==> config.mk <==
export PLATFORM = sky130hd
export DESIGN_NAME = fbr_ram
export DESIGN_NICKNAME = d
export VERILOG_FILES = /design/src/rtl/assert_macros.svh /design/src/rtl/fbr_ram.sv
export SDC_FILE = /design/constraint.sdc
export NUM_CORES = 2
export LEC_CHECK = 0
export BUFFER_PORTS_ARGS = -buffer_cell sky130_fd_sc_hd__buf_2
export CAP_MARGIN = 10
export CELL_PAD_IN_SITES_DETAIL_PLACEMENT = 0
export CELL_PAD_IN_SITES_GLOBAL_PLACEMENT = 1
export CORE_ASPECT_RATIO = 1.5
export CORE_MARGIN = 1.5
export CORE_UTILIZATION = 61
export DETAILED_ROUTE_END_ITERATION = 16
export PLACE_DENSITY = 0.81
export SKIP_CTS_REPAIR_TIMING = 1
export SLEW_MARGIN = 20
export SYNTH_ARGS = -nofsm -noshare
export SYNTH_HDL_FRONTEND = slang
export SYNTH_SLANG_ARGS = --single-unit
==> constraint.sdc <==
create_clock -name clk -period 7.2 [get_ports clk]
set_clock_uncertainty 0.2 [all_clocks]
set_input_delay 0.72 -clock clk [delete_from_list [all_inputs] [get_ports clk]]
set_output_delay 0.72 -clock clk [all_outputs]
set_load 0.05 [all_outputs]
==> src/rtl/assert_macros.svh <==
// Assertion macros used by the top level of the blitter.
`ifndef ASSERT_MACROS_SVH
`define ASSERT_MACROS_SVH

// Check that cons holds in the same cycle as ante.
`define FBR_ASSERT_IMP(lbl, ante, cons) \
    lbl: assert property (@(posedge clk) disable iff (!rst_n) (ante) |-> (cons)) \
        else $error("assertion failed in %m");

// Check that cons holds after ante, as a delayed implication.
`define FBR_ASSERT_IMP2(lbl, ante, cons) \
    lbl: assert property (@(posedge clk) disable iff (!rst_n) (ante) |-> ##2 (cons)) \
        else $error("assertion failed in %m");

`endif

==> src/rtl/fbr_ram.sv <==
// Generic single-port RAM with registered read.
`default_nettype none

module fbr_ram #(
    parameter int WIDTH = 16,
    parameter int DEPTH = 256,
    localparam int AW   = $clog2(DEPTH)
) (
    input  wire logic             clk,
    input  wire logic             en,
    input  wire logic             we,
    input  wire logic [AW-1:0]    addr,
    input  wire logic [WIDTH-1:0] wdata,
    output logic      [WIDTH-1:0] rdata
);

    logic [WIDTH-1:0] mem_reg [DEPTH];

    always_ff @(posedge clk)
    begin
        if (en)
        begin
            if (we)
            begin
                mem_reg[addr] <= wdata;
            end
            else
            begin
                rdata <= mem_reg[addr];
            end
        end
    end

endmodule

`default_nettype wire

==> Implementation_results.wiki <==
{| class="wikitable"
! Metric !! Value
|-
| Status || complete, no violations
|-
| Wire length of the first global-routing pass || 560400 um
|-
| Port bufs || 42
|-
| End of the critical path || rdata[3]$_DFFE_PP_
|-
| Fraction of layout instances using a drive strength above 1 || 28.25%
|-
| Layout overhead on the synthesized area || 11.97%
|-
| Critical Setup Path Class || input pin to register
|-
| CTS sink cnt || 4112
|-
| Detailed Place HPWL || 225800 um
|-
| Starting Density || 61.41%
|-
| Leading cell types in the layout, fill and taps excluded || 4112 x edfxtp_1, 1024 x mux4_2, 512 x a22oi_1
|-
| Worst Slack Setup Final || 2.726 ns
|-
| Grt total ovfl || 0
|-
| DP Cell Count || 10.04k
|-
| Relative slew slack || 17.23%
|-
| Flip-flop count of the largest register, all copies and words added || 4096
|-
| Yosys warns || 0
|-
| R2r worst-path depth || 6
|-
| GPL Wtd Cong || 0.8889
|-
| Crit-path slowest cell || o41ai_2
|-
| Violation count after the first detailed-route iteration || 10.64k
|-
| CTS Root Cell || clkbuf_16
|-
| Most frequent standard cell in the layout excluding fill and tap cells || edfxtp_1
|-
| Leakage dissipation || 53.48 nW
|-
| Placeable core area || 0.2528 mm^2
|-
| RSZ-0062 raised after global routing || false
|-
| Min cycle time layout || 4.474 ns
|-
| Count of final setup violators || 0
|-
| Number of nets in the final layout || 7128
|-
| Worst-Margin Slew || 1.237 ns
|-
| Type of element launching the critical path || input pin
|-
| Req. time, crit path || 7.63 ns
|-
| Number of library cell types mapped by synthesis || 20
|-
| Sum of buffers and inverters on the critical path || 5
|-
| Maximum clock frequency || 0.2235 GHz
|-
| Clk pin slew, worst setup/hold paths || 0.07 ns
|-
| Chip height || 620.8 um
|-
| Routed via count divided by cell count || 7.016
|-
| Cell type with the largest total area after synthesis || edfxtp_1
|-
| Sequential cell area fraction in the yosys report || 79.54%
|-
| Type of element capturing the critical path || register
|-
| Number of placement rows || 226
|-
| Hold slack || 0.07619 ns
|-
| Final Max Tran Viols || 0
|-
| Number of violations of the max-capacitance limit || 0
|-
| Detail Route Antenna Nets || 0
|-
| Number of antenna violations at the first check in global routing || 28
|-
| Cell Count, Final, Fillers Out || 10.76k
|-
| Global router's overall resource usage || 30.92%
|-
| Worst VDD drop || 233.3 uV
|-
| Vias in the first global route || 75.53k
|-
| Main area contributors after synthesis || edfxtp_1 80%, mux4_2 15%, a22oi_1 2.5%, a21oi_1 0.83%, clkbuf_1 0.65%
|-
| Routed wire per std cell || 37.09 um
|-
| Pre-antenna DRT Iters || 6
|-
| Syn nets || 6732
|-
| CTS Buf Count || 358
|-
| Post-detailed-placement cell area || 0.1620 mm^2
|-
| Mean instance size in the synthesized netlist || 23.15 um^2
|-
| Final core occ || 68.76%
|-
| Post-synthesis instance total || 6705
|-
| Deepest clock path buffer count || 4
|-
| Worst R2R Start || mem_reg[236][2]$_DFFE_PP_
|-
| Die area || 0.2576 mm^2
|-
| Delay contributed by the slowest stage of the critical path || 0.84 ns
|-
| DR DRC count || 0
|-
| Minimum setup slack among reg-to-reg paths || 3.86 ns
|-
| Total routed wirelength || 399000 um
|-
| H-tree depth || 5
|-
| Maximum fanout count along the critical path || 96
|-
| Final-layout setup total negative slack || 0 ns
|-
| Vias after detailed routing || 75.46k
|-
| CP dominant cell by count || buf_4
|-
| Cell-by-cell trace of the critical path || buf_12, buf_12, buf_4, buf_4, mux4_2, a22oi_1, a21oi_1, o41ai_2, buf_4, nand4_1
|-
| Pwr Total || 47.77 mW
|-
| Die width || 414.9 um
|-
| Maximum number of pins on one net before global-route repair || 200
|-
| Arrival time worst endpoint || 4.90 ns
|-
| Class of the most critical hold timing path || input pin to register
|-
| Worst R2R End || rdata[2]$_DFFE_PP_
|-
| CTS tree || built
|-
| Post-route clock period utilization || 62.14%
|-
| Post-Synthesis Cell Area || 0.1552 mm^2
|-
| Critical path depth || 10
|-
| Io pins || 43
|-
| Post-Place Setup Slack || 1.794 ns
|-
| Power density cells || 274.8 mW/mm^2
|-
| Clock network latency to the later pin of the worst-skew pair || 0.89 ns
|-
| Final-report hold violation count || 0
|-
| Category of cells accounting for the largest share of critical-path delay || buffers and inverters
|-
| CP Launch Point || addr[0]
|-
| Post-route design area || 0.1738 mm^2
|-
| Synth top area share || 79.54%
|-
| Number of flip-flops and latches in the synthesized netlist || 4112
|}
## cells in the mapped netlist (all sizes together)
cell and n:
nor2 259, a22oi 512, nand4 16, edfxtp 4112
nand2b 2, nand2 30, nor2b 7, or2 1
and2 2, and4 1, o41ai 64, mux4 1024
nand3 4, clkbuf 268, nor3b 2, a21oi 256
nor3 1, buf 144
## how the worst min path moves through the flow
stage | startpoint | end | cells after the start
3_3_place_gp | mem_reg[144][4]$_DFFE_PP_ | rdata[4]$_DFFE_PP_ | 5
5_1_grt | wdata[0] | mem_reg[75][0]$_DFFE_PP_ | 1
4_1_cts | wdata[14] | mem_reg[75][14]$_DFFE_PP_ | 1
3_5_place_dp | mem_reg[144][4]$_DFFE_PP_ | rdata[4]$_DFFE_PP_ | 5
2_1_floorplan | wdata[0] | mem_reg[0][0]$_DFFE_PP_ | 0
6_report | wdata[0] | mem_reg[75][0]$_DFFE_PP_ | 1
## where the power goes
group	switching, mW	internal [mW]
Clock	8.45	10.7
Combinational	1.45	0.728
Sequential	0.0297	26.4
Total	9.93	37.8
## cell type report
type / instances / area (um^2)
well taps: 3306 / 4136
repair buffers: 448 / 3923
fillers: 14815 / 78980
clock inverters: 219 / 2081
multi-input cells: 2181 / 30560
clock buffers: 430 / 9484
flip-flops and latches: 4112 / 123500
diodes: 60 / 150.1
## worst register-to-register path: stages (launching register included)
cell	delay, ns
edfxtp_1	0.37
mux4_2	0.47
a22oi_1	0.47
a21oi_1	0.34
o41ai_1	0.93
buf_4	0.23
nand4_1	0.08
## routing by layer
metal  up-vias  wire length [um]  global-route usage (%)  share of wire, %
met2      5122            199400                   50.58                50
li1      29717                 -                       -                 -
met4         4             22930                   15.12               5.7
met1     39807            133300                   40.50                33
met5         -                27                       0            0.0068
met3       810             43380                   5.939                11
## cell families after synthesis
logic type / Yosys count / share of synthesized area [%]
AOI/OAI and AO/OA: 832 / 3.662
DFF: 4112 / 79.54
buffers and inverters: 412 / 1.096
muxes: 1024 / 14.86
and+or+nand+nor: 325 / 0.8431
Note: power is estimated with default switching activity, not from simulation.
