===== src/rtl/assert_macros.svh =====
// Assertion macros used by the top level of the blitter.
`ifndef ASSERT_MACROS_SVH
`define ASSERT_MACROS_SVH

// Check that cons holds in the same cycle as ante.
`define FBR_ASSERT_IMP(lbl, ante, cons) \
    lbl: assert property (@(posedge clk) disable iff (!rst_n) (ante) |-> (cons)) \
        else $error("assertion failed in %m");

// Check that cons holds after ante, as a delayed implication.
`define FBR_ASSERT_IMP2(lbl, ante, cons) \
    lbl: assert property (@(posedge clk) disable iff (!rst_n) (ante) |-> ##2 (cons)) \
        else $error("assertion failed in %m");

`endif


===== src/rtl/fbr_pkg.sv =====
// Package with constants, opcodes and the command type of the blitter.
`default_nettype none

package fbr_pkg;

    localparam int SCREEN_WIDTH  = 320;
    localparam int SCREEN_HEIGHT = 240;
    localparam int PIXEL_COUNT   = SCREEN_WIDTH * SCREEN_HEIGHT;
    localparam int ADDR_W        = $clog2(PIXEL_COUNT);
    localparam int X_W           = $clog2(SCREEN_WIDTH + 1);
    localparam int Y_W           = $clog2(SCREEN_HEIGHT + 1);

    localparam int OP_W   = 2;
    localparam int POS_W  = 16;
    localparam int SIZE_W = 10;
    localparam int PIX_W  = 16;
    localparam int CNT_W  = 10;
    localparam int EXT_W  = 18;

    localparam int Q_DEPTH = 4;
    localparam int Q_PTR_W = $clog2(Q_DEPTH);

    typedef enum logic [OP_W-1:0] {
        OP_CLEAR  = 2'd0,
        OP_FILL   = 2'd1,
        OP_SPRITE = 2'd2,
        OP_READ   = 2'd3
    } opcode_t;

    typedef struct packed {
        logic             is_read;
        logic             rd_on;
        logic [X_W-1:0]   x0;
        logic [X_W-1:0]   x1;
        logic [Y_W-1:0]   y0;
        logic [Y_W-1:0]   y1;
        logic [PIX_W-1:0] color;
    } cmd_t;

endpackage

`default_nettype wire


===== src/rtl/fbr_back.sv =====
// Back end: sweeps rectangles into the frame memory and serves pixel reads.
`default_nettype none

module fbr_back import fbr_pkg::*; (
    input  wire logic               clk,
    input  wire logic               rst_n,
    input  wire logic               q_valid,
    input  wire cmd_t               q_cmd,
    output logic                    q_pop,
    output logic                    ram_en,
    output logic                    ram_we,
    output logic [ADDR_W-1:0]       ram_addr,
    output logic [PIX_W-1:0]        ram_wdata,
    input  wire logic [PIX_W-1:0]   ram_rdata,
    output logic                    out_valid,
    input  wire logic               out_ready,
    output logic [PIX_W-1:0]        pixel_out
);

    typedef enum logic [1:0] {
        ST_IDLE = 2'b01,
        ST_DRAW = 2'b10
    } state_t;

    state_t             state_reg, state_next;
    logic               rd_pend_reg, rd_pend_next;
    logic               out_valid_reg, out_valid_next;
    logic               rd_zero_reg;
    logic [PIX_W-1:0]   pixel_reg;
    logic [X_W-1:0]     cx_reg, x0_reg, x1_reg;
    logic [Y_W-1:0]     cy_reg, y1_reg;
    logic [ADDR_W-1:0]  base_reg;
    logic [PIX_W-1:0]   color_reg;

    logic               drawing, row_end, draw_last, out_free, ld_read, ld_rect;
    logic [X_W-1:0]     cx_inc;
    logic [Y_W-1:0]     cy_inc;
    logic [ADDR_W-1:0]  row_base;

    assign drawing   = (state_reg == ST_DRAW);
    assign cx_inc    = cx_reg + X_W'(1);
    assign cy_inc    = cy_reg + Y_W'(1);
    assign row_end   = (cx_inc == x1_reg);
    assign draw_last = drawing && row_end && (cy_inc == y1_reg);
    assign out_free  = !out_valid_reg || out_ready;

    assign ld_read = q_valid && q_cmd.is_read && (state_reg == ST_IDLE) && !rd_pend_reg
                     && out_free;
    assign ld_rect = q_valid && !q_cmd.is_read && ((state_reg == ST_IDLE) || draw_last);
    assign q_pop   = ld_read || ld_rect;

    assign row_base  = ADDR_W'(q_cmd.y0) * ADDR_W'(SCREEN_WIDTH);
    assign ram_we    = drawing;
    assign ram_en    = drawing || (ld_read && q_cmd.rd_on);
    assign ram_addr  = drawing ? base_reg + ADDR_W'(cx_reg) : row_base + ADDR_W'(q_cmd.x0);
    assign ram_wdata = color_reg;

    assign out_valid = out_valid_reg;
    assign pixel_out = pixel_reg;

    always_comb
    begin
        state_next = state_reg;
        case (state_reg)
            ST_IDLE:
            begin
                if (ld_rect)
                begin
                    state_next = ST_DRAW;
                end
            end
            ST_DRAW:
            begin
                if (draw_last && !ld_rect)
                begin
                    state_next = ST_IDLE;
                end
            end
            default:
            begin
                state_next = ST_IDLE;
            end
        endcase
    end

    always_comb
    begin
        rd_pend_next   = ld_read;
        out_valid_next = out_valid_reg;
        if (rd_pend_reg)
        begin
            out_valid_next = 1'b1;
        end
        else if (out_ready)
        begin
            out_valid_next = 1'b0;
        end
    end

    always_ff @(posedge clk or negedge rst_n)
    begin
        if (!rst_n)
        begin
            state_reg     <= ST_IDLE;
            rd_pend_reg   <= 1'b0;
            out_valid_reg <= 1'b0;
        end
        else
        begin
            state_reg     <= state_next;
            rd_pend_reg   <= rd_pend_next;
            out_valid_reg <= out_valid_next;
        end
    end

    always_ff @(posedge clk)
    begin
        if (ld_rect)
        begin
            cx_reg    <= q_cmd.x0;
            x0_reg    <= q_cmd.x0;
            x1_reg    <= q_cmd.x1;
            cy_reg    <= q_cmd.y0;
            y1_reg    <= q_cmd.y1;
            base_reg  <= row_base;
            color_reg <= q_cmd.color;
        end
        else if (drawing)
        begin
            if (row_end)
            begin
                cx_reg   <= x0_reg;
                cy_reg   <= cy_inc;
                base_reg <= base_reg + ADDR_W'(SCREEN_WIDTH);
            end
            else
            begin
                cx_reg <= cx_inc;
            end
        end
        if (ld_read)
        begin
            rd_zero_reg <= !q_cmd.rd_on;
        end
        if (rd_pend_reg)
        begin
            pixel_reg <= rd_zero_reg ? '0 : ram_rdata;
        end
    end

endmodule

`default_nettype wire


===== config.mk =====
export PLATFORM = sky130hd
export DESIGN_NAME = fbr_back
export DESIGN_NICKNAME = d
export VERILOG_FILES = /design/src/rtl/assert_macros.svh /design/src/rtl/fbr_pkg.sv /design/src/rtl/fbr_back.sv
export SDC_FILE = /design/constraint.sdc
export NUM_CORES = 1
export LEC_CHECK = 0
export ABC_AREA = 1
export BUFFER_PORTS_ARGS = -buffer_cell sky130_fd_sc_hd__buf_2
export CORE_MARGIN = 5
export CORE_UTILIZATION = 35
export CTS_CLUSTER_DIAMETER = 60
export DETAILED_ROUTE_END_ITERATION = 6
export GPL_TIMING_DRIVEN = 0
export HOLD_SLACK_MARGIN = 0.1
export PLACE_DENSITY = 0.58
export RECOVER_POWER = 100
export SYNTH_ARGS = -nofsm -noshare
export SYNTH_HDL_FRONTEND = slang
export SYNTH_SLANG_ARGS = --single-unit

===== constraint.sdc =====
create_clock -name clk -period 4 [get_ports clk]
set_clock_uncertainty 0.15 [all_clocks]
set_input_delay 0.4 -clock clk [delete_from_list [all_inputs] [get_ports clk]]
set_output_delay 0.4 -clock clk [all_outputs]
set_load 0.02 [all_outputs]

==> impl_metrics.tcl <==
set metrics [dict create \
    clock_latency_ns 0.35 \
    antenna_found_initial 0 \
    met3_wirelength_um 706 \
    cp_top_family "simple AND/OR/NAND/NOR gates" \
    avgRoutedWirePerCell_um 14.29 \
    post_cts_buffers 0 \
    p_per_area_nw_per_um2 510.7 \
    grt_pass1_wl_mm 22.69 \
    critPathMaxFanout 10 \
    min_period_over_period_pct 89.36 \
    routed_via_density 4.738 \
    drt_iter0_drc 274 \
    grt_max_degree 43 \
    crit_top_cell "nand2_1" \
    tns_ns 0 \
    fin_crit_ns 3.574 \
    finalHoldViolCount 0 \
    syn_area_per_cell_um2 8.718 \
    fin_util_pct 44.47 \
    synth.top_cell.area_share_pct 48.89 \
    synth_area_leaders "edfxtp_1 49%, nand2_1 12%, nand3_1 6.0%" \
    rows 45 \
    die_w_um 133.6 \
    ant_nets 0 \
    ir_drop_v 0.0002275 \
    wl_met1_mm 6.119 \
    fin_nets 878 \
    fp.dieH_um 133.6 \
    r2r-end "ram_wdata[6]" \
    max_freq_mhz 279.8 \
    multi_input_area_um2 2177 \
    rr_worst_depth 15 \
    maxSlewHeadroom_pct 38.94 \
    die_area_um2 17840 \
    htree_levels 3 \
    vias 4620 \
    cts_tree "done" \
    coreArea_um2 15090 \
    r2r-start "cx_reg[1]" \
    regArea_um2 2714 \
    ys_ff_latch 91 \
    clk_pin_slew_ns 0.07 \
    rsz0062_at_grt "no" \
    root_buffer "clkbuf_16" \
    gp_congestion 0.8602 \
    portBuffers 124 \
    cts_resized 0 \
    clock_sinks 91 \
    drv_cap 0 \
    start_util_pct 35.41 \
    slew_viol_final 0 \
    setup_viol 0 \
    fillers 1552 \
    yosysTopAreaCell "edfxtp_1" \
    finalPower_uw 3427 \
    cp-startpoint "cx_reg[1]" \
    cp_num_cells 16 \
    cpMaxStageDelayCell "edfxtp_1" \
    crit_path_end "q_pop" \
    postCtsHoldBufs 34 \
    dp_hpwl_mm 10.41 \
    cp.arrival_ns 3.02 \
    max_stage_delay_ns 0.51 \
    cp_cell_sequence "ha_1, nand3_1, clkinv_1, nand2_1, nand2_1, nand2_1, nand2_1, nor2_2, nand2_2, nor2_2, nand3_1, nand2_1, nand2_2, buf_6, nand2_1, clkbuf_1" \
    clockBufferDepth 2 \
    top_layer "met4" \
    routed_wl_mm 13.93 \
    grt_pass1_vias 4690 \
    start_kind "flip-flop" \
    drc 0 \
    p_leak_uw 0.003029 \
    ys_warn_count 0 \
    r2r_setup_slack_ns 0.45 \
    syn_nets 709 \
    critPathKind "flip-flop to primary output" \
    syn_area_um2 5344 \
    grt.overflow.total 0 \
    worstSetupEndpointType "primary output" \
    antenna_cells 0 \
    synth-seq-area-share_pct 50.78 \
    area_growth_pct 25.57 \
    io_pins 125 \
    tightest_slew_ns 0.9145 \
    wl_met2_mm 6.935 \
    min_path_type "primary input to flip-flop" \
    outcome "complete, no violations" \
    first_pass_iters 5 \
    synth_cell_types 35 \
    grt.total_usage_pct 15.83 \
    syn_inst 613 \
    cp_data_required_time_ns 3.45 \
    drive_above_1_share_pct 12.58 \
    cts-buffers-inserted 9 \
    path_buf_inv 3 \
]
## power by group
group	switching, µW	internal, µW	leakage [µW]
Sequential	100	1250	0.000851
Clock	359	482	0.000135
Combinational	844	386	0.00204
Total	1300	2120	0.00303
## Yosys cell counts, drive strengths merged
cell type	instances
o21a	1
a21boi	1
mux2i	1
xor2	12
buf	12
o22ai	2
nor2	60
a31oi	1
dfrtp	3
nand3	68
and2	1
nor3	13
or2	1
dfstp	1
xnor2	7
nand3b	4
nand2	173
o21ai	23
nand4	7
a21oi	16
clkbuf	7
o31ai	1
edfxtp	87
fa	3
ha	21
o21bai	2
inv	85
## placed cells by master, fill, tap and decap left out, types with 2 or more instances in the layout
master           n
clkinv_1         3
clkbuf_1        76
inv_1           81
dlygate4sd3_1   34
dfrtp_1          3
buf_6            2
buf_2           66
nor3_1          13
inv_2            3
a21oi_1         16
nor2_4           2
edfxtp_1        87
xor2_1          12
o21ai_0         23
nand2_1        169
o21bai_2         2
xnor2_1          7
fa_1             3
nand4_1          7
nand3_1         65
o22ai_1          2
nor2_2           2
nand2_2          4
ha_1            21
clkbuf_16        9
nand3b_1         4
nand3_2          2
nor2_1          56
## per-layer routing
metal	vias to the layer above	track usage (%)
met4	0	3.314
li1	2348	-
met5	-	0
met2	121	27.34
met1	2136	20.11
met3	15	4.079
## worst min path at each step
| stage | start | end | cells after the start |
|---|---|---|---|
| after floorplan | rst_n | out_valid | 0 |
| after global placement | rst_n | out_valid | 1 |
| after detailed placement | rst_n | out_valid | 1 |
| after CTS | q_cmd[45] | x0_reg[4] | 1 |
| after global routing | out_ready | out_valid | 2 |
| final | out_ready | out_valid | 2 |
## area by class of cell
| cell class | count | share of cell area (%) |
|---|---|---|
| Clock inverter | 5 | 0.8018 |
| Multi-Input combinational cell | 418 | 32.44 |
| Buffer | 19 | 1.436 |
| Sequential cell | 91 | 40.44 |
| Inverter | 85 | 4.755 |
| Clock buffer | 11 | 3.468 |
| Timing Repair Buffer | 158 | 13.15 |
| Tap cell | 188 | 3.506 |
## through the flow
step	worst slack, ns	hold slack [ns]	instances	area [µm²]
6_report	0.4256	0.1507	975	6710
5_1_grt	0.1153	0.1424	975	6710
4_1_cts	0.4891	0.1091	975	6827
3_5_place_dp	0.5016	0.06214	925	6200
3_3_place_gp	0.005487	0.06353	925	6200
2_1_floorplan	0.7665	-0.04559	613	5344
## kinds of logic after synthesis
| kind of cell | synth area share (%) |
|---|---|
| AND/OR/NAND/NOR | 26.69 |
| buffers and inverters | 8.335 |
| XOR/XNOR | 3.114 |
| flip-flops | 50.78 |
| multiplexers | 0.1873 |
| AO/OA/AOI/OAI | 4.847 |
| adder cells (fa/ha/maj) | 6.041 |
Power figures use the tool's default switching activity.
