<file path="src/rtl/assert_macros.svh">
// Assertion macros used by the top level of the blitter.
`ifndef ASSERT_MACROS_SVH
`define ASSERT_MACROS_SVH

// Check that cons holds in the same cycle as ante.
`define FBR_ASSERT_IMP(lbl, ante, cons) \
    lbl: assert property (@(posedge clk) disable iff (!rst_n) (ante) |-> (cons)) \
        else $error("assertion failed in %m");

// Check that cons holds after ante, as a delayed implication.
`define FBR_ASSERT_IMP2(lbl, ante, cons) \
    lbl: assert property (@(posedge clk) disable iff (!rst_n) (ante) |-> ##2 (cons)) \
        else $error("assertion failed in %m");

`endif

</file>
<file path="src/rtl/fbr_pkg.sv">
// Package with constants, opcodes and the command type of the blitter.
`default_nettype none

package fbr_pkg;

    localparam int SCREEN_WIDTH  = 320;
    localparam int SCREEN_HEIGHT = 240;
    localparam int PIXEL_COUNT   = SCREEN_WIDTH * SCREEN_HEIGHT;
    localparam int ADDR_W        = $clog2(PIXEL_COUNT);
    localparam int X_W           = $clog2(SCREEN_WIDTH + 1);
    localparam int Y_W           = $clog2(SCREEN_HEIGHT + 1);

    localparam int OP_W   = 2;
    localparam int POS_W  = 16;
    localparam int SIZE_W = 10;
    localparam int PIX_W  = 16;
    localparam int CNT_W  = 10;
    localparam int EXT_W  = 18;

    localparam int Q_DEPTH = 4;
    localparam int Q_PTR_W = $clog2(Q_DEPTH);

    typedef enum logic [OP_W-1:0] {
        OP_CLEAR  = 2'd0,
        OP_FILL   = 2'd1,
        OP_SPRITE = 2'd2,
        OP_READ   = 2'd3
    } opcode_t;

    typedef struct packed {
        logic             is_read;
        logic             rd_on;
        logic [X_W-1:0]   x0;
        logic [X_W-1:0]   x1;
        logic [Y_W-1:0]   y0;
        logic [Y_W-1:0]   y1;
        logic [PIX_W-1:0] color;
    } cmd_t;

endpackage

`default_nettype wire

</file>
<file path="src/rtl/fbr_queue.sv">
// Command queue between front end and drawing back end.
`default_nettype none

module fbr_queue import fbr_pkg::*; (
    input  wire logic clk,
    input  wire logic rst_n,
    input  wire logic push,
    input  wire cmd_t push_cmd,
    output logic      push_ready,
    input  wire logic pop,
    output logic      pop_valid,
    output cmd_t      pop_cmd
);

    cmd_t               mem_reg [Q_DEPTH];
    logic [Q_PTR_W-1:0] wr_ptr_reg, wr_ptr_next;
    logic [Q_PTR_W-1:0] rd_ptr_reg, rd_ptr_next;
    logic [Q_PTR_W:0]   cnt_reg, cnt_next;
    logic               do_push, do_pop;

    assign push_ready = (cnt_reg != (Q_PTR_W + 1)'(Q_DEPTH));
    assign pop_valid  = (cnt_reg != '0);
    assign pop_cmd    = mem_reg[rd_ptr_reg];
    assign do_push    = push && push_ready;
    assign do_pop     = pop && pop_valid;

    always_comb
    begin
        wr_ptr_next = wr_ptr_reg;
        rd_ptr_next = rd_ptr_reg;
        cnt_next    = cnt_reg;
        if (do_push)
        begin
            wr_ptr_next = (wr_ptr_reg == Q_PTR_W'(Q_DEPTH - 1)) ? '0 : wr_ptr_reg + Q_PTR_W'(1);
        end
        if (do_pop)
        begin
            rd_ptr_next = (rd_ptr_reg == Q_PTR_W'(Q_DEPTH - 1)) ? '0 : rd_ptr_reg + Q_PTR_W'(1);
        end
        if (do_push && !do_pop)
        begin
            cnt_next = cnt_reg + (Q_PTR_W + 1)'(1);
        end
        else if (do_pop && !do_push)
        begin
            cnt_next = cnt_reg - (Q_PTR_W + 1)'(1);
        end
    end

    always_ff @(posedge clk or negedge rst_n)
    begin
        if (!rst_n)
        begin
            wr_ptr_reg <= '0;
            rd_ptr_reg <= '0;
            cnt_reg    <= '0;
        end
        else
        begin
            wr_ptr_reg <= wr_ptr_next;
            rd_ptr_reg <= rd_ptr_next;
            cnt_reg    <= cnt_next;
        end
    end

    always_ff @(posedge clk)
    begin
        if (do_push)
        begin
            mem_reg[wr_ptr_reg] <= push_cmd;
        end
    end

endmodule

`default_nettype wire

</file>
<file path="config.mk">
export PLATFORM = sky130hd
export DESIGN_NAME = fbr_queue
export DESIGN_NICKNAME = d
export VERILOG_FILES = /design/src/rtl/assert_macros.svh /design/src/rtl/fbr_pkg.sv /design/src/rtl/fbr_queue.sv
export SDC_FILE = /design/constraint.sdc
export NUM_CORES = 1
export LEC_CHECK = 0
export BUFFER_PORTS_ARGS = -buffer_cell sky130_fd_sc_hd__buf_2
export CAP_MARGIN = 20
export CORE_UTILIZATION = 35
export DETAILED_ROUTE_END_ITERATION = 6
export PLACE_DENSITY = 0.58
export SYNTH_ARGS = -nofsm -noshare
export SYNTH_HDL_FRONTEND = slang
export SYNTH_SLANG_ARGS = --single-unit
</file>
<file path="constraint.sdc">
create_clock -name clk -period 2.3 [get_ports clk]
set_input_delay 0.46 -clock clk [delete_from_list [all_inputs] [get_ports clk]]
set_output_delay 0.46 -clock clk [all_outputs]
set_load 0.05 [all_outputs]
</file>
==> run metrics, run 1 <==
CP arrival=1.97 ns; I/O pins=110; Async SR Flop Fraction=3.26%; failing checks=DRC, setup timing; final setup margin=-0.127 ns; DRC=5; status=complete, but fails checks; WHS=0.162 ns; top post-synthesis cells by area=edfxtp_1, mux4_2, dfrtp_1; synth cell count leaders=edfxtp_1, mux4_2, dfrtp_1, ha_1, buf_4; unique cell type count in the Yosys netlist=20; max FFs per register=208; Num CTS Buffers=24; Core Area=22000 sq um; flip-flop and latch count after synthesis=215; yosys warns=0; Min-Delay Path Depth=1; min Tclk post-route=2.43 ns; R2R depth=8; Die Span X=153 um; WP data required=1.84 ns; Hold Vio Cnt, Final=0; site row count=54; initial antenna violation count=1; GRT Overall Usage=13.4%; final instance area=10300 sq um; Max Clock Freq=412 MHz; final setup vio count=51; IO Port Bufs=109; Mapped Nets=371; fin crit share=106%; WHS Endpoint=mem_reg[3][19]$_DFFE_PP_; first-pass GRT wire length=23300 um; flop2flop setup slack=0.13 ns; critical path peak fanout=5; Clock Skew=0.0136 ns; Setup TNS Final=-4.72 ns; GP Congestion=0.744; number of global-route vias before repair=4109; fillers=1835; ant diodes=0; Max Cap Viol=0; ANT nets after route=0; Seq/Total Area, Yosys=81.0%; total power=16.4 mW; clock sinks=215; Vias/cell=4.87; Cell Pwr Density=1590 nW/um^2; final core occ=46.8%; initial core utilization=36.0%; Final Max Tran Viols=0; Clock Latency Late Sink=0.51 ns; TritonRoute pass-1 iters=7; Worst Setup Start Kind=flop; Clk pin slew, worst setup/hold paths=0.06 ns; Post-Syn Area=7930 sq um; initial drt markers=159; count leader, synth=edfxtp_1; Tightest Pin Transition=0.606 ns; DP HPWL=8810 um; die height=153 um; CTS tree=built; DR WL/cell=20.2 um; critical path capture point type=output pin; post-synth top area cell=edfxtp_1; nets@finish=519; GRT overflow=0; worst r2r dst=cnt_reg[2]$_DFFE_PN0P_; drt total wl=15200 um; Post-synth EDFFs=208; Crit Path Category=flop to output pin; Root Buffer=clkbuf_16; clock buffer depth=3; Hold Crit Class=primary input to flop; Hold Crit Start=push_cmd[19]; Slew headroom=59.6%; LEAKAGE=3.58 nW; Mean Syn Cell Area=25.7 sq um; post-synth top area share=78.8%; VDD IR max=964 uV; Max H-tree Level=1; pin count of the biggest net entering global routing=34; worst r2r src=cnt_reg[0]$_DFFE_PN0P_; RSZ-0062 raised after global routing=true; Die ar.=23300 sq um; via count=3660; area grow syn2layout=30.0%; fraction of layout cells with a size suffix above 1=49.8%; Gate Count Post-Synth=308; area post-placement=8970 sq um; ys flop type=edfxtp_1
## critical path: stages (launching register included)
cell and delay (ns):
dfrtp_4 0.51, buf_12 0.16, buf_12 0.14, mux4_2 0.47, buf_8 0.18
## report_power, final
| group | total, mW | internal (mW) | switching, mW |
|---|---|---|---|
| registers | 5.40 | 5.19 | 0.214 |
| logic | 7.05 | 2.92 | 4.13 |
| clock network | 3.90 | 2.44 | 1.46 |
| total | 16.4 | 10.5 | 5.80 |
## layout by cell type (no fill, tap or decap), types with 4 or more instances in the layout
cell type	n
dfrtp_1	4
mux4_2	52
buf_2	57
edfxtp_1	208
clkbuf_16	25
bufinv_16	4
buf_12	10
buf_16	4
buf_6	49
clkbuf_1	7
and3_2	4
ha_1	5
buf_4	10
## stage by stage
step           setup WS (ns)  instances
6_report              -0.127        752
5_1_grt               -0.193        752
4_1_cts               -0.163        750
3_5_place_dp          0.0754        699
3_3_place_gp           0.138        699
2_1_floorplan        0.00781        308
## routing by layer
metal,track usage [%],share of wire (%),vias to the layer above
li1,-,-,1616
met1,15.8,39,1903
met2,23.4,51,104
met3,4.04,6.5,35
met4,4.47,2.9,2
met5,0,0.085,-
## cells by family (layout without fill, tap and decap cells)
logic type / count (synthesis) / in the layout / synth area share, %
muxes: 57 / 57 / 15.6
and+or+nand+nor: 11 / 11 / 0.915
DFF: 215 / 215 / 81.0
buffers and inverters: 15 / 179 / 0.994
xor gates and xnor gates: 3 / 3 / 0.331
adders and majority gates: 7 / 7 / 1.20
## layout make-up
type,instances,area (sq um),share of cell area (%)
inverters,3,11.3,0.109
flip-flops and latches,215,6430,62.3
repair buffers,134,1280,12.4
multi-input cells,78,1430,13.9
clock buffers,32,652,6.32
well taps,280,350,3.40
clock inverters,10,158,1.53
## timing repair
item                                    4_1_cts  5_1_grt
endpoints found under the setup margin       52       53
resized for setup                           113        4
hold buffers                                  1        0
cloned                                        3        0
buffers inserted                              5        2
endpoints found under the hold margin         7        0
## worst max path at each step
stage / depth (start not counted) / end / start
final: 4 / pop_cmd[18] / rd_ptr_reg[0]$_DFFE_PN0P_
after global routing: 4 / pop_cmd[18] / rd_ptr_reg[0]$_DFFE_PN0P_
after CTS: 4 / pop_cmd[18] / rd_ptr_reg[0]$_DFFE_PN0P_
after detailed placement: 8 / cnt_reg[2]$_DFFE_PN0P_ / cnt_reg[1]$_DFFE_PN0P_
after global placement: 8 / cnt_reg[2]$_DFFE_PN0P_ / cnt_reg[1]$_DFFE_PN0P_
after floorplan: 8 / cnt_reg[2]$_DFFE_PN0P_ / cnt_reg[1]$_DFFE_PN0P_
Power figures use the tool's default switching activity.
==> run 2: changes to the inputs <==
--- a/config.mk
+++ b/config.mk
@@ -7,9 +7,9 @@
 export LEC_CHECK = 0
 export BUFFER_PORTS_ARGS = -buffer_cell sky130_fd_sc_hd__buf_2
 export CAP_MARGIN = 20
-export CORE_UTILIZATION = 35
+export CORE_UTILIZATION = 57
 export DETAILED_ROUTE_END_ITERATION = 6
-export PLACE_DENSITY = 0.58
+export PLACE_DENSITY = 0.84
 export SYNTH_ARGS = -nofsm -noshare
 export SYNTH_HDL_FRONTEND = slang
 export SYNTH_SLANG_ARGS = --single-unit
==> run metrics, run 2 (same netlist as run 1, synthesis figures left out) <==
Clock Latency Late Sink=0.48 ns; final setup margin=-0.0644 ns; Cell Pwr Density=1530 nW/um^2; Die Span X=120 um; commonest non-fill, non-tap cell in the layout=edfxtp_1; clock sinks=215; worst r2r src=cnt_reg[1]$_DFFE_PN0P_; site row count=42; DR WL/cell=21.2 um; ant diodes=0; nets@finish=509; critical path peak fanout=6; min Tclk post-route=2.36 ns; GP Congestion=0.757; internal power=9.51 mW; failing checks=setup timing; Max H-tree Level=1; CTS tree=built; I/O pins=110; commonest cells after routing, fill and taps aside=edfxtp_1, buf_2, mux4_2, buf_6, clkbuf_16; ANT nets after route=0; Tightest Pin Transition=0.468 ns; Final Max Tran Viols=0; dpl cells=593; GRT Overall Usage=19.7%; Root Buffer=clkbuf_16; die height=120 um; Crit Path Category=flop to output pin; flop2flop setup slack=0.05 ns; WHS Endpoint=mem_reg[0][26]$_DFFE_PP_; critical path capture point type=output pin; fraction of layout cells with a size suffix above 1=48.0%; DRC=0; final setup vio count=47; final core occ=73.1%; Hold Crit Start=push_cmd[26]; Clock power frac=20.0%; initial drt markers=236; LEAKAGE=3.41 nW; Hold Crit Class=primary input to flop; GRT overflow=0; via count=3555; total power=15.0 mW; Clock Skew=0.0150 ns; drt total wl=13500 um; Core Area=13400 sq um; initial antenna violation count=0; Comb pwr share=43.9%; WP data required=1.84 ns; first-pass GRT wire length=21000 um; sw power=5.52 mW; CP arrival=1.90 ns; max FFs per register=208; clock buffer depth=3; Hold Vio Cnt, Final=0; Max Clock Freq=423 MHz; IO Port Bufs=109; Vias/cell=5.59; R2R depth=8; RSZ-0062 raised after global routing=true; VDD IR max=1370 uV; Min-Delay Path Depth=1; fin crit share=103%; initial core utilization=59.2%; number of global-route vias before repair=3858; worst r2r dst=cnt_reg[2]$_DFFE_PN0P_; area grow syn2layout=23.6%; Num CTS Buffers=21; non-filler instance count after layout=636; TritonRoute pass-1 iters=4; share of power burned in registers=36.1%; Worst Setup Start Kind=flop; Max Cap Viol=0; Sw Ratio=36.7%; status=complete, but fails checks; pin count of the biggest net entering global routing=41; Slew headroom=68.8%; DP HPWL=8120 um; Clk pin slew, worst setup/hold paths=0.06 ns; Die ar.=14400 sq um
-- run 2: cell types whose count changed in the layout (fill, tap and decap cells not counted), moves of 2 or more --
cell       delta
clkbuf_16     -4
buf_8         -3
buf_16        -3
buf_12        -2
buf_4         +3
bufinv_16     -4
buf_6         -2
clkinv_2      +2
-- run 2: through the flow --
step / setup TNS (ns) / cell area, sq um / setup WS (ns) / hold slack (ns)
2_1_floorplan: 0 / 7930 / 0.00781 / 0.164
3_3_place_gp: 0 / 8820 / 0.174 / 0.302
3_5_place_dp: 0 / 8820 / 0.0922 / 0.306
4_1_cts: -2.27 / 9800 / -0.0882 / 0.176
5_1_grt: -4.32 / 9800 / -0.117 / 0.176
6_report: -1.15 / 9800 / -0.0644 / 0.190
-- run 2: routing by layer --
| layer | global-route usage [%] | vias to the layer above | share of wire, % |
|---|---|---|---|
| met3 | 4.47 | 15 | 5.1 |
| met1 | 26.6 | 1847 | 42 |
| met5 | 0 | - | 0 |
| li1 | - | 1594 | - |
| met2 | 32.9 | 99 | 51 |
| met4 | 4.61 | 0 | 1.5 |
-- run 2: how the worst max path moves through the flow --
stage / startpoint / end / slack [ns] / depth (start not counted)
2_1_floorplan: cnt_reg[1]$_DFFE_PN0P_ / cnt_reg[2]$_DFFE_PN0P_ / 0.008 / 8
3_3_place_gp: cnt_reg[1]$_DFFE_PN0P_ / cnt_reg[2]$_DFFE_PN0P_ / 0.17 / 8
3_5_place_dp: cnt_reg[1]$_DFFE_PN0P_ / cnt_reg[2]$_DFFE_PN0P_ / 0.09 / 8
4_1_cts: rd_ptr_reg[0]$_DFFE_PN0P_ / pop_cmd[51] / -0.09 / 4
5_1_grt: rd_ptr_reg[0]$_DFFE_PN0P_ / pop_cmd[51] / -0.12 / 4
6_report: rd_ptr_reg[0]$_DFFE_PN0P_ / pop_cmd[51] / -0.06 / 4
-- run 2: cell type report --
cell class | instances | area (sq um)
clock inverters | 9 | 50.0
well taps | 176 | 220
inverters | 3 | 11.3
flip-flops and latches | 215 | 6430
repair buffers | 127 | 1110
fillers | 767 | 3600
clock buffers | 28 | 552
multi-input cells | 78 | 1430
-- run 2: worst max-delay path, cell delays in order, from the launching register on --
cell and delay, ns:
dfrtp_4 0.53, buf_4 0.16, buf_12 0.13, mux4_2 0.44, buf_6 0.17
-- run 2: timing repair --
item | in CTS | in global routing
cloned | 1 | 0
pin swaps | 0 | 0
setup endpoints to repair | 48 | 53
buffers inserted | 4 | 0
hold buffers | 1 | 0
endpoints found under the hold margin | 7 | 0
gates resized for setup | 99 | 4
-- run 2: power groups by stage --
| stage | Clock [mW] | Combinational, mW | Sequential (mW) |
|---|---|---|---|
| floorplan | 0 | 4.38 | 5.40 |
| global placement | 0 | 5.60 | 5.48 |
| detailed placement | 0 | 5.66 | 5.54 |
| CTS | 3.08 | 6.66 | 5.43 |
| global route | 3.23 | 6.91 | 5.49 |
| finish | 3.01 | 6.60 | 5.42 |
==> run 3: changes to the inputs <==
--- a/config.mk
+++ b/config.mk
@@ -10,6 +10,7 @@
 export CORE_UTILIZATION = 57
 export DETAILED_ROUTE_END_ITERATION = 6
 export PLACE_DENSITY = 0.84
+export SKIP_CTS_REPAIR_TIMING = 1
 export SYNTH_ARGS = -nofsm -noshare
 export SYNTH_HDL_FRONTEND = slang
 export SYNTH_SLANG_ARGS = --single-unit
==> run metrics, run 3 (same netlist as run 1, synthesis figures left out) <==
status=complete, but fails checks; failing checks=setup timing; worst r2r src=cnt_reg[1]$_DFFE_PN0P_; site row count=42; worst path bufs/invs=2; Min-Delay Path Depth=1; Setup TNS Final=-2.12 ns; critical path capture point type=output pin; ant diodes=0; fraction of layout cells with a size suffix above 1=47.9%; fillers=804; final setup margin=-0.0835 ns; commonest non-fill, non-tap cell in the layout=edfxtp_1; non-filler instance count after layout=633; Hold Crit Start=push_cmd[26]; Hold Crit Class=primary input to flop; Cell Pwr Density=1500 nW/um^2; Tightest Pin Transition=0.472 ns; GRT overflow=0; slowest stage delay, CP=0.52 ns; fin crit share=104%; Worst path slowest cell=mux4_2; Final Max Tran Viols=0; IO Port Bufs=109; WP data required=1.84 ns; commonest cells after routing, fill and taps aside=edfxtp_1, buf_2, mux4_2, clkbuf_16; RSZ-0062 raised after global routing=true; GRT Overall Usage=19.2%; Vias/cell=5.66; total power=14.3 mW; die height=120 um; critical path peak fanout=7; final setup vio count=40; Max H-tree Level=1; initial antenna violation count=0; final instance area=9520 sq um; drt total wl=13400 um; VDD IR max=1010 uV; Crit Path Category=flop to output pin; via count=3583; Core Area=13400 sq um; Root Buffer=clkbuf_16; DR WL/cell=21.1 um; first-pass GRT wire length=20400 um; CP arrival=1.92 ns; ANT nets after route=0; min Tclk post-route=2.38 ns; worst r2r dst=cnt_reg[1]$_DFFE_PN0P_; area post-placement=8820 sq um; area grow syn2layout=20.0%; max FFs per register=208; Hold Vio Cnt, Final=0; TritonRoute pass-1 iters=4; Die ar.=14400 sq um; Max Cap Viol=0; dpl cells=593; Die Span X=120 um; crit-path leading delay family=multiplexers; Clk pin slew, worst setup/hold paths=0.06 ns; WHS Endpoint=mem_reg[1][26]$_DFFE_PP_; nets@finish=506; R2R depth=7; GP Congestion=0.757; Max Clock Freq=420 MHz; clock sinks=215; worst-path cell chain=buf_4, mux4_2, buf_2; Slew headroom=68.5%; Clock Skew=0.0162 ns; Worst Setup Start Kind=flop; clock buffer depth=3; Clock Latency Late Sink=0.48 ns; pin count of the biggest net entering global routing=41; number of global-route vias before repair=3785; initial core utilization=59.2%; flop2flop setup slack=0.06 ns; CTS tree=built; DP HPWL=8120 um; LEAKAGE=3.30 nW; DRC=0; worst slack at placement=0.0922 ns; Num CTS Buffers=21; I/O pins=110; initial drt markers=245
==> run 3: changes by cell type in the layout (fill, tap and decap cells not counted), sizes merged <==
cell  previous run  this run
buf            126       123
==> run 3: power by group <==
group	internal, mW	switching, mW	total (mW)
clock	1.69	1.31	3.01
combinational	1.99	3.84	5.82
sequential	5.19	0.233	5.42
==> run 3: through the flow <==
| stage | utilization (%) | hold slack [ns] |
|---|---|---|
| global route | 71.0 | 0.175 |
| global placement | 65.8 | 0.302 |
| floorplan | - | 0.164 |
| detailed placement | 65.8 | 0.306 |
| CTS | 70.3 | -0.206 |
| finish | 71.0 | 0.188 |
==> run 3: metal layers <==
layer / up-vias / global-route usage, % / part of all wire, %
met4: 0 / 4.92 / 1.7
met2: 109 / 31.9 / 51
li1: 1586 / - / -
met3: 18 / 4.28 / 5.5
met1: 1870 / 25.9 / 41
met5: - / 0 / 0
==> run 3: cell type report <==
class / count / area (sq um) / share of cell area [%]
multi-input combinational: 78 / 1440 / 15.2
timing repair buffer: 124 / 813 / 8.54
sequential: 215 / 6430 / 67.5
tap: 176 / 220 / 2.31
inverter: 3 / 11.3 / 0.118
clock buffer: 28 / 552 / 5.80
clock inverter: 9 / 50.0 / 0.526
==> run 3: how the worst max path moves through the flow <==
stage                              startpoint                     end  slack, ns  cells past startpoint
floorplan              cnt_reg[1]$_DFFE_PN0P_  cnt_reg[2]$_DFFE_PN0P_      0.008                      8
global placement       cnt_reg[1]$_DFFE_PN0P_  cnt_reg[2]$_DFFE_PN0P_       0.17                      8
detailed placement     cnt_reg[1]$_DFFE_PN0P_  cnt_reg[2]$_DFFE_PN0P_       0.09                      8
CTS                 rd_ptr_reg[0]$_DFFE_PN0P_             pop_cmd[43]      -0.24                      3
global route        rd_ptr_reg[0]$_DFFE_PN0P_             pop_cmd[30]      -0.14                      3
finish              rd_ptr_reg[0]$_DFFE_PN0P_             pop_cmd[30]      -0.08                      3
==> run 3: worst register-to-register path: cells and delay by family (launching register included) <==
kind                     cells  cell delay, ns
AND/OR/NAND/NOR              2            0.62
buffers and inverters        2            0.22
multiplexers                 1            0.27
flip-flops                   1            0.42
adder cells (fa/ha/maj)      2            0.58
